### config.mk
export PLATFORM = sky130hd
export DESIGN_NAME = radix_prefixed_integer_parser_core
export DESIGN_NICKNAME = d
export VERILOG_FILES = /design/src/design/rpip_pkg.sv /design/src/design/radix_prefixed_integer_parser_core.sv /design/src/design/rpip_step.sv
export SDC_FILE = /design/constraint.sdc
export NUM_CORES = 1
export LEC_CHECK = 0
export BUFFER_PORTS_ARGS = -buffer_cell sky130_fd_sc_hd__clkbuf_2
export CORE_ASPECT_RATIO = 0.6
export CORE_MARGIN = 1
export CORE_UTILIZATION = 35
export CTS_BUF_LIST = sky130_fd_sc_hd__clkbuf_16
export DETAILED_ROUTE_END_ITERATION = 12
export GPL_ROUTABILITY_DRIVEN = 0
export PLACE_DENSITY = 0.57
export REMOVE_ABC_BUFFERS = 1
export SLEW_MARGIN = 20
export SYNTH_ARGS = -nofsm -noshare
export SYNTH_HDL_FRONTEND = slang
export SYNTH_SLANG_ARGS = --single-unit
export TNS_END_PERCENT = 100
### constraint.sdc
create_clock -name clk -period 12.4 [get_ports clk]
set_input_delay 1.86 -clock clk [delete_from_list [all_inputs] [get_ports clk]]
set_output_delay 1.86 -clock clk [all_outputs]
set_load 0.05 [all_outputs]
### src/design/rpip_pkg.sv
// Shared types and codes for the radix-prefixed integer parser.
`timescale 1ns / 1ps
package rpip_pkg;

	typedef logic [2:0] phase_t;
	typedef logic [1:0] radix_t;
	typedef logic [1:0] status_t;

	localparam phase_t PH_IDLE   = 3'd0;
	localparam phase_t PH_SIGN   = 3'd1;
	localparam phase_t PH_ZERO   = 3'd2;
	localparam phase_t PH_PREFIX = 3'd3;
	localparam phase_t PH_DIGITS = 3'd4;

	localparam radix_t RADIX_DEC = 2'd0;
	localparam radix_t RADIX_BIN = 2'd1;
	localparam radix_t RADIX_HEX = 2'd2;

	localparam status_t ST_OK      = 2'd0;
	localparam status_t ST_BAD_DEC = 2'd1;
	localparam status_t ST_BAD_BIN = 2'd2;
	localparam status_t ST_BAD_HEX = 2'd3;

	localparam logic [7:0] CH_MINUS = 8'h2D;
	localparam logic [7:0] CH_ZERO  = 8'h30;
	localparam logic [7:0] CH_ONE   = 8'h31;
	localparam logic [7:0] CH_NINE  = 8'h39;
	localparam logic [7:0] CH_LC_B  = 8'h62;
	localparam logic [7:0] CH_LC_X  = 8'h78;
	localparam logic [7:0] CH_UC_A  = 8'h41;
	localparam logic [7:0] CH_UC_F  = 8'h46;
	localparam logic [7:0] CH_LC_A  = 8'h61;
	localparam logic [7:0] CH_LC_F  = 8'h66;
	localparam logic [7:0] CH_NUL   = 8'h00;
	localparam logic [7:0] CH_TAB   = 8'h09;
	localparam logic [7:0] CH_LF    = 8'h0A;
	localparam logic [7:0] CH_CR    = 8'h0D;
	localparam logic [7:0] CH_SPACE = 8'h20;

	// Control part of the parser state plus the result flags of one step.
	typedef struct packed {
		logic    emit;
		status_t status;
		logic    neg;
		radix_t  radix;
		phase_t  phase;
	} step_ctl_t;

endpackage

### src/design/radix_prefixed_integer_parser_core.sv
// Top level of the radix-prefixed integer parser: input register, step logic, result register.
// A token's value is loaded into the result register when its terminator, held in the input register, advances.
// Throughput: one character per cycle; ready drops only while a result waits
// in the result register and the consumer stalls.
// Reset (arst_n low, asynchronous): both stages empty, parser idle in decimal
// with a zero accumulator and no sign seen.
`timescale 1ns / 1ps
module radix_prefixed_integer_parser_core #(
	parameter int VALUE_BITS = 32
) (
	input  logic        clk,
	input  logic        arst_n,
	input  logic        char_valid,
	output logic        char_ready,
	input  logic [7:0]  char_code,
	input  logic        token_start,
	output logic        result_valid,
	input  logic        result_ready,
	output logic signed [31:0] value,
	output rpip_pkg::status_t  status
);
	import rpip_pkg::*;

	// Input register stage
	logic       valid_s1;
	logic [7:0] char_s1;
	logic       start_s1;

	// Parser state
	logic [VALUE_BITS-1:0] acc_q;
	logic                  neg_q;
	radix_t                radix_q;
	phase_t                phase_q;

	// Result register
	logic               res_valid_q;
	logic signed [31:0] value_q;
	status_t            status_q;

	logic [VALUE_BITS-1:0] acc_next;
	logic [VALUE_BITS-1:0] emit_value;
	step_ctl_t             ctl;
	logic                  advance;

	// Advance the registered character whenever the result slot is free or draining;
	// hold every character, whether or not it yields a result, while a result waits.
	assign advance    = valid_s1 && (!res_valid_q || result_ready);
	assign char_ready = !valid_s1 || advance;

	rpip_step #(
		.VALUE_BITS(VALUE_BITS)
	) u_step (
		.char_code  (char_s1),
		.token_start(start_s1),
		.acc        (acc_q),
		.neg        (neg_q),
		.radix      (radix_q),
		.phase      (phase_q),
		.acc_next   (acc_next),
		.emit_value (emit_value),
		.ctl        (ctl)
	);

	// Capture an accepted item; hold it until the step logic consumes it
	always_ff @(posedge clk or negedge arst_n) begin
		if (!arst_n) begin
			valid_s1 <= 1'b0;
		end else if (char_ready) begin
			valid_s1 <= char_valid;
		end
	end

	always_ff @(posedge clk) begin
		if (char_valid && char_ready) begin
			char_s1  <= char_code;
			start_s1 <= token_start;
		end
	end

	// Commit the new parser state when the registered character advances
	always_ff @(posedge clk or negedge arst_n) begin
		if (!arst_n) begin
			acc_q   <= '0;
			neg_q   <= 1'b0;
			radix_q <= RADIX_DEC;
			phase_q <= PH_IDLE;
		end else if (advance) begin
			acc_q   <= acc_next;
			neg_q   <= ctl.neg;
			radix_q <= ctl.radix;
			phase_q <= ctl.phase;
		end
	end

	// Load a finished result; drop it once the consumer takes it
	always_ff @(posedge clk or negedge arst_n) begin
		if (!arst_n) begin
			res_valid_q <= 1'b0;
		end else if (advance && ctl.emit) begin
			res_valid_q <= 1'b1;
		end else if (result_ready) begin
			res_valid_q <= 1'b0;
		end
	end

	// Sign-extend or truncate the accumulator width to the 32-bit value field
	always_ff @(posedge clk) begin
		if (advance && ctl.emit) begin
			value_q  <= 32'($signed(emit_value));
			status_q <= ctl.status;
		end
	end

	assign result_valid = res_valid_q;
	assign value        = value_q;
	assign status       = status_q;

endmodule

### src/design/rpip_step.sv
// Combinational next-state and result logic for one character.
`timescale 1ns / 1ps
module rpip_step #(
	parameter int VALUE_BITS = 32
) (
	input  logic [7:0]             char_code,
	input  logic                   token_start,
	input  logic [VALUE_BITS-1:0]  acc,
	input  logic                   neg,
	input  rpip_pkg::radix_t       radix,
	input  rpip_pkg::phase_t       phase,
	output logic [VALUE_BITS-1:0]  acc_next,
	output logic [VALUE_BITS-1:0]  emit_value,
	output rpip_pkg::step_ctl_t    ctl
);
	import rpip_pkg::*;

	logic [VALUE_BITS-1:0] a;
	logic                  n;
	radix_t                r;
	phase_t                p;
	logic                  run_digits;
	logic                  is_term;
	logic                  dig_ok;
	logic [3:0]            dig;

	assign is_term = (char_code == CH_NUL) || (char_code == CH_SPACE) ||
		(char_code == CH_TAB) || (char_code == CH_CR) || (char_code == CH_LF);

	always_comb begin
		a          = acc;
		n          = neg;
		r          = radix;
		p          = phase;
		run_digits = 1'b0;
		ctl        = '0;
		emit_value = '0;
		dig_ok     = 1'b0;
		dig        = 4'd0;

		if (token_start) begin
			a = '0;
			n = 1'b0;
			r = RADIX_DEC;
			p = PH_SIGN;
		end

		if (token_start && char_code == CH_MINUS) begin
			n = 1'b1;
		end else begin
			unique case (p)
				PH_SIGN: begin
					if (char_code == CH_ZERO) p = PH_ZERO;
					else run_digits = 1'b1;
				end
				PH_ZERO: begin
					if (char_code == CH_LC_B) begin
						r = RADIX_BIN;
						p = PH_PREFIX;
					end else if (char_code == CH_LC_X) begin
						r = RADIX_HEX;
						p = PH_PREFIX;
					end else begin
						run_digits = 1'b1;
					end
				end
				PH_PREFIX: begin
					if (!n && char_code == CH_MINUS) begin
						n = 1'b1;
						p = PH_DIGITS;
					end else begin
						run_digits = 1'b1;
					end
				end
				PH_DIGITS: run_digits = 1'b1;
				default:   p = PH_IDLE;
			endcase
		end

		// Digit decode in the current radix
		if (r == RADIX_BIN) begin
			dig_ok = (char_code == CH_ZERO) || (char_code == CH_ONE);
			dig    = char_code[3:0];
		end else if (r == RADIX_HEX) begin
			if (char_code >= CH_ZERO && char_code <= CH_NINE) begin
				dig_ok = 1'b1;
				dig    = char_code[3:0];
			end else if (char_code >= CH_UC_A && char_code <= CH_UC_F) begin
				dig_ok = 1'b1;
				dig    = 4'(char_code - CH_UC_A + 8'd10);
			end else if (char_code >= CH_LC_A && char_code <= CH_LC_F) begin
				dig_ok = 1'b1;
				dig    = 4'(char_code - CH_LC_A + 8'd10);
			end
		end else begin
			dig_ok = (char_code >= CH_ZERO) && (char_code <= CH_NINE);
			dig    = char_code[3:0];
		end

		if (run_digits) begin
			if (is_term) begin
				ctl.emit   = 1'b1;
				ctl.status = ST_OK;
				emit_value = n ? (~a + 1'b1) : a;
				p          = PH_IDLE;
			end else if (!dig_ok) begin
				ctl.emit   = 1'b1;
				ctl.status = status_t'(r + 2'd1);
				p          = PH_IDLE;
			end else begin
				if (r == RADIX_BIN)
					a = (a << 1) | VALUE_BITS'(dig);
				else if (r == RADIX_HEX)
					a = (a << 4) | VALUE_BITS'(dig);
				else
					a = (a << 3) + (a << 1) + VALUE_BITS'(dig);
				p = PH_DIGITS;
			end
		end

		ctl.neg   = n;
		ctl.radix = r;
		ctl.phase = p;
		acc_next  = a;
	end

endmodule

==> results.sh <==
export IMPL_clk_root_buffer_cell="sky130_fd_sc_hd__clkbuf_16"
export IMPL_reg2reg_from="char_s1[0]$_DFFE_PP_"
export IMPL_via_count_of_the_first_global_routing_pass=5641
export IMPL_final_period_minus_worst_setup_slack_ns=7.27
export IMPL_synth_area_per_cell_um2=8.44
export IMPL_global_route_usage_met1_pct=34.9
export IMPL_route_detailed_wl_per_inst_um=18.4
export IMPL_cts_setup_buffers=0
export IMPL_grt_max_degree=61
export IMPL_ctsHtreeMaxLevel=3
export IMPL_antenna_diode_count=0
export IMPL_finish_stage_setup_viols=0
export IMPL_place_area_um2=7580
export IMPL_std_cell_rows=39
export IMPL_wirelength_um=20900
export IMPL_clkTransAtPathRegs_ns=0.07
export IMPL_finish_instance_area_um2=7890
export IMPL_rsz0062_at_grt="no"
export IMPL_hold_path_class="flip-flop to flip-flop"
export IMPL_floorplan_die_height_um=112
export IMPL_cts_sink_count=83
export IMPL_timing_setup_critical_path_class="flip-flop to flip-flop"
export IMPL_tritoncts_num_buffers=9
export IMPL_synthesis_area_um2=7110
export IMPL_grt_pass1_wl_um=32900
export IMPL_timing_slew_headroom_pct=23.9
export IMPL_asyncSetResetFlopFracSynth_pct=48.2
export IMPL_place_worst_setup_slack_ns=5.24
export IMPL_hold_path_startpoint="radix_q[1]$_DFFE_PN0P_"
export IMPL_final_core_util_pct=40.5
export IMPL_post_drt_via_cell_ratio=5.74
export IMPL_clock_tree_from_tritoncts="built"
export IMPL_worstSetupStartpoint="char_s1[0]$_DFFE_PP_"
export IMPL_slew_violations=0
export IMPL_powerDensity_nw_per_um2=94.7
export IMPL_rr_worst_depth=26
export IMPL_yosysWarningCount=0
export IMPL_global_route_peak_usage_layer="met1"
export IMPL_floorplan_die_area_um2=20900
export IMPL_skew_ns=0.0109
export IMPL_dp_hpwl_um=15400
export IMPL_post_layout_worst_setup_margin_ns=5.13
export IMPL_timing_worst_slew_pin_value_ns=1.11
export IMPL_use_met2_pct=25.1
export IMPL_synth_sequential_area_ratio_pct=32.2
export IMPL_detail_route_first_pass_iterations=6
export IMPL_grt_util_all_layers_pct=20.3
export IMPL_p_leak_nw=3.41
export IMPL_syn_instance_count=843
export IMPL_boundaryPins=49
export IMPL_post_synth_num_cell_types=74
export IMPL_final_antenna_net_count=0
export IMPL_total_negative_slack_ns=0
export IMPL_synth_edff_count=43
export IMPL_initial_core_util_pct=36.5
export IMPL_yosys_most_used_dff="sky130_fd_sc_hd__edfxtp_1"
export IMPL_num_vias=6517
export IMPL_worst_hold_path_num_cells=2
export IMPL_critical_path_startpoint_type="flip-flop"
export IMPL_timing_hold_violations_final=0
export IMPL_drt_iter0_markers=777
export IMPL_layout_nets=948
export IMPL_ctsResizeCount=0
export IMPL_synth_ff_latch_count=83
export IMPL_clock_fmax_ghz=0.138
export IMPL_numPortBuffers=48
export IMPL_core_um2=19500
export IMPL_cts_path_max_buffers=2
export IMPL_most_common_layout_cells="sky130_fd_sc_hd__nor2_1, sky130_fd_sc_hd__nand2_1, sky130_fd_sc_hd__ha_1, sky130_fd_sc_hd__a21oi_1, sky130_fd_sc_hd__o21ai_0"
export IMPL_drive_gt1_share_pct=10.6
export IMPL_grt_remaining_overflow=0
export IMPL_grt_antenna_before_repair=0
export IMPL_run_status="complete, no violations"
export IMPL_clkLatencyLatePin_ns=0.34
export IMPL_crit_fanout=60
export IMPL_drc=0
export IMPL_vdd_ir_drop_max_mv=0.0705
export IMPL_groute_layer_met3_usage_pct=3.80
export IMPL_die_width_um=186
export IMPL_post_cts_hold_buffer_count=0
export IMPL_cp_end_kind="flip-flop"
export IMPL_area_growth_synth_to_final_pct=11.0
export IMPL_cp_data_required_time_ns=12.66
export IMPL_worst_hold_slack_ns=0.499
export IMPL_max_cap_viol_count=0
export IMPL_layout_cells_most_common="sky130_fd_sc_hd__nor2_1"
export IMPL_critical_path_arrival_ns=7.53
export IMPL_fin_crit_sh_pct=58.6
==> stage by stage <==
stage	total power [mW]	cells
6_report	0.747	1136
5_1_grt	0.774	1136
4_1_cts	0.752	1136
3_5_place_dp	0.463	1120
3_3_place_gp	0.463	1120
2_1_floorplan	0.423	795
==> logic make-up (layout without fill, tap and decap cells) <==
kind of cell	count (synthesis)	in the layout	synth area share [%]
buffers and inverters	86	113	4.82
adders and majority gates	70	70	12.5
and+or+nand+nor	288	288	19.8
DFF	83	83	32.2
AOI/OAI and AO/OA	259	259	23.4
xor gates and xnor gates	49	49	6.03
muxes	8	8	1.18
==> path summary, 6_finish.rpt <==
| path | endpoint | slack (ns) |
|---|---|---|
| max in group asynchronous | acc_q[13]$_DFFE_PN0P_ | 10.40 |
| worst max register to register | acc_q[28]$_DFFE_PN0P_ | 5.13 |
| worst min register to register | radix_q[1]$_DFFE_PN0P_ | 0.50 |
| worst min-delay path | radix_q[1]$_DFFE_PN0P_ | 0.50 |
| worst max-delay path | acc_q[28]$_DFFE_PN0P_ | 5.13 |
| min in group asynchronous | phase_q[1]$_DFFE_PN0P_ | 1.60 |
==> cells in the mapped netlist (6+ instances only) <==
master | number | share of area [%]
sky130_fd_sc_hd__a211oi_1 | 10 | 1.1
sky130_fd_sc_hd__a21o_1 | 15 | 1.6
sky130_fd_sc_hd__a21oi_1 | 67 | 4.7
sky130_fd_sc_hd__a31oi_1 | 10 | 0.88
sky130_fd_sc_hd__a32o_1 | 6 | 0.84
sky130_fd_sc_hd__and3_1 | 9 | 0.79
sky130_fd_sc_hd__clkbuf_1 | 38 | 2.0
sky130_fd_sc_hd__dfrtp_1 | 40 | 14
sky130_fd_sc_hd__edfxtp_1 | 43 | 18
sky130_fd_sc_hd__ha_1 | 68 | 12
sky130_fd_sc_hd__inv_1 | 35 | 1.8
sky130_fd_sc_hd__nand2_1 | 70 | 3.7
sky130_fd_sc_hd__nand3_1 | 33 | 2.3
sky130_fd_sc_hd__nor2_1 | 83 | 4.4
sky130_fd_sc_hd__nor2b_1 | 25 | 2.2
sky130_fd_sc_hd__nor3_1 | 15 | 1.1
sky130_fd_sc_hd__nor4_1 | 6 | 0.53
sky130_fd_sc_hd__o211ai_1 | 14 | 1.5
sky130_fd_sc_hd__o21a_1 | 9 | 0.95
sky130_fd_sc_hd__o21ai_0 | 57 | 4.0
sky130_fd_sc_hd__o21ai_1 | 18 | 1.3
sky130_fd_sc_hd__o21bai_1 | 6 | 0.63
sky130_fd_sc_hd__o31ai_1 | 10 | 1.1
sky130_fd_sc_hd__or3_1 | 9 | 0.79
sky130_fd_sc_hd__or4_1 | 6 | 0.63
sky130_fd_sc_hd__xnor2_1 | 32 | 3.9
sky130_fd_sc_hd__xor2_1 | 17 | 2.1
==> routing by layer <==
metal / vias up / part of all wire (%)
met4: 0 / 0.76
met3: 20 / 7.4
li1: 3136 / -
met2: 278 / 37
met1: 3083 / 55
met5: - / 0
==> power by group <==
part / internal, mW / switching [mW]
Clock: 0.174 / 0.115
Combinational: 0.0291 / 0.106
Sequential: 0.313 / 0.0106
Total: 0.516 / 0.231
==> registers in the layout, indices dropped and copies added (netlist names), 2 cells and up <==
name / cells
acc_q: 32
value: 32
char_s1: 8
phase_q: 3
radix_q: 2
status: 2
==> area by class of cell <==
cell class | count | area (um2)
fill | 1952 | 11600
multi-input combinational | 674 | 4490
sequential | 83 | 2290
tap | 266 | 333
timing repair buffer | 59 | 323
clock buffer | 9 | 225
inverter | 38 | 143
clock inverter | 7 | 86.3
==> worst max-delay path: stages, from the launching register on <==
cell                       delay, ns
sky130_fd_sc_hd__edfxtp_1       0.47
sky130_fd_sc_hd__inv_1          0.14
sky130_fd_sc_hd__ha_1           0.19
sky130_fd_sc_hd__inv_1          0.04
sky130_fd_sc_hd__or4_1          0.54
sky130_fd_sc_hd__nor2_1         0.16
sky130_fd_sc_hd__nor2_1         0.07
sky130_fd_sc_hd__a21o_1         0.23
sky130_fd_sc_hd__inv_1          0.07
sky130_fd_sc_hd__ha_2           0.16
sky130_fd_sc_hd__buf_4          0.47
sky130_fd_sc_hd__nor2b_1        0.44
sky130_fd_sc_hd__a22oi_1        0.31
sky130_fd_sc_hd__nor2_1         0.30
sky130_fd_sc_hd__nand2_1        0.08
sky130_fd_sc_hd__o21a_1         0.23
sky130_fd_sc_hd__ha_1           0.30
sky130_fd_sc_hd__ha_1           0.25
sky130_fd_sc_hd__fa_1           0.42
sky130_fd_sc_hd__a21o_1         0.20
sky130_fd_sc_hd__a221oi_1       0.58
sky130_fd_sc_hd__nand2_1        0.22
sky130_fd_sc_hd__a21oi_1        0.32
sky130_fd_sc_hd__o32ai_1        0.25
sky130_fd_sc_hd__and3_1         0.26
sky130_fd_sc_hd__mux2_2         0.27
sky130_fd_sc_hd__a31oi_1        0.17
Power figures use the tool's default switching activity.
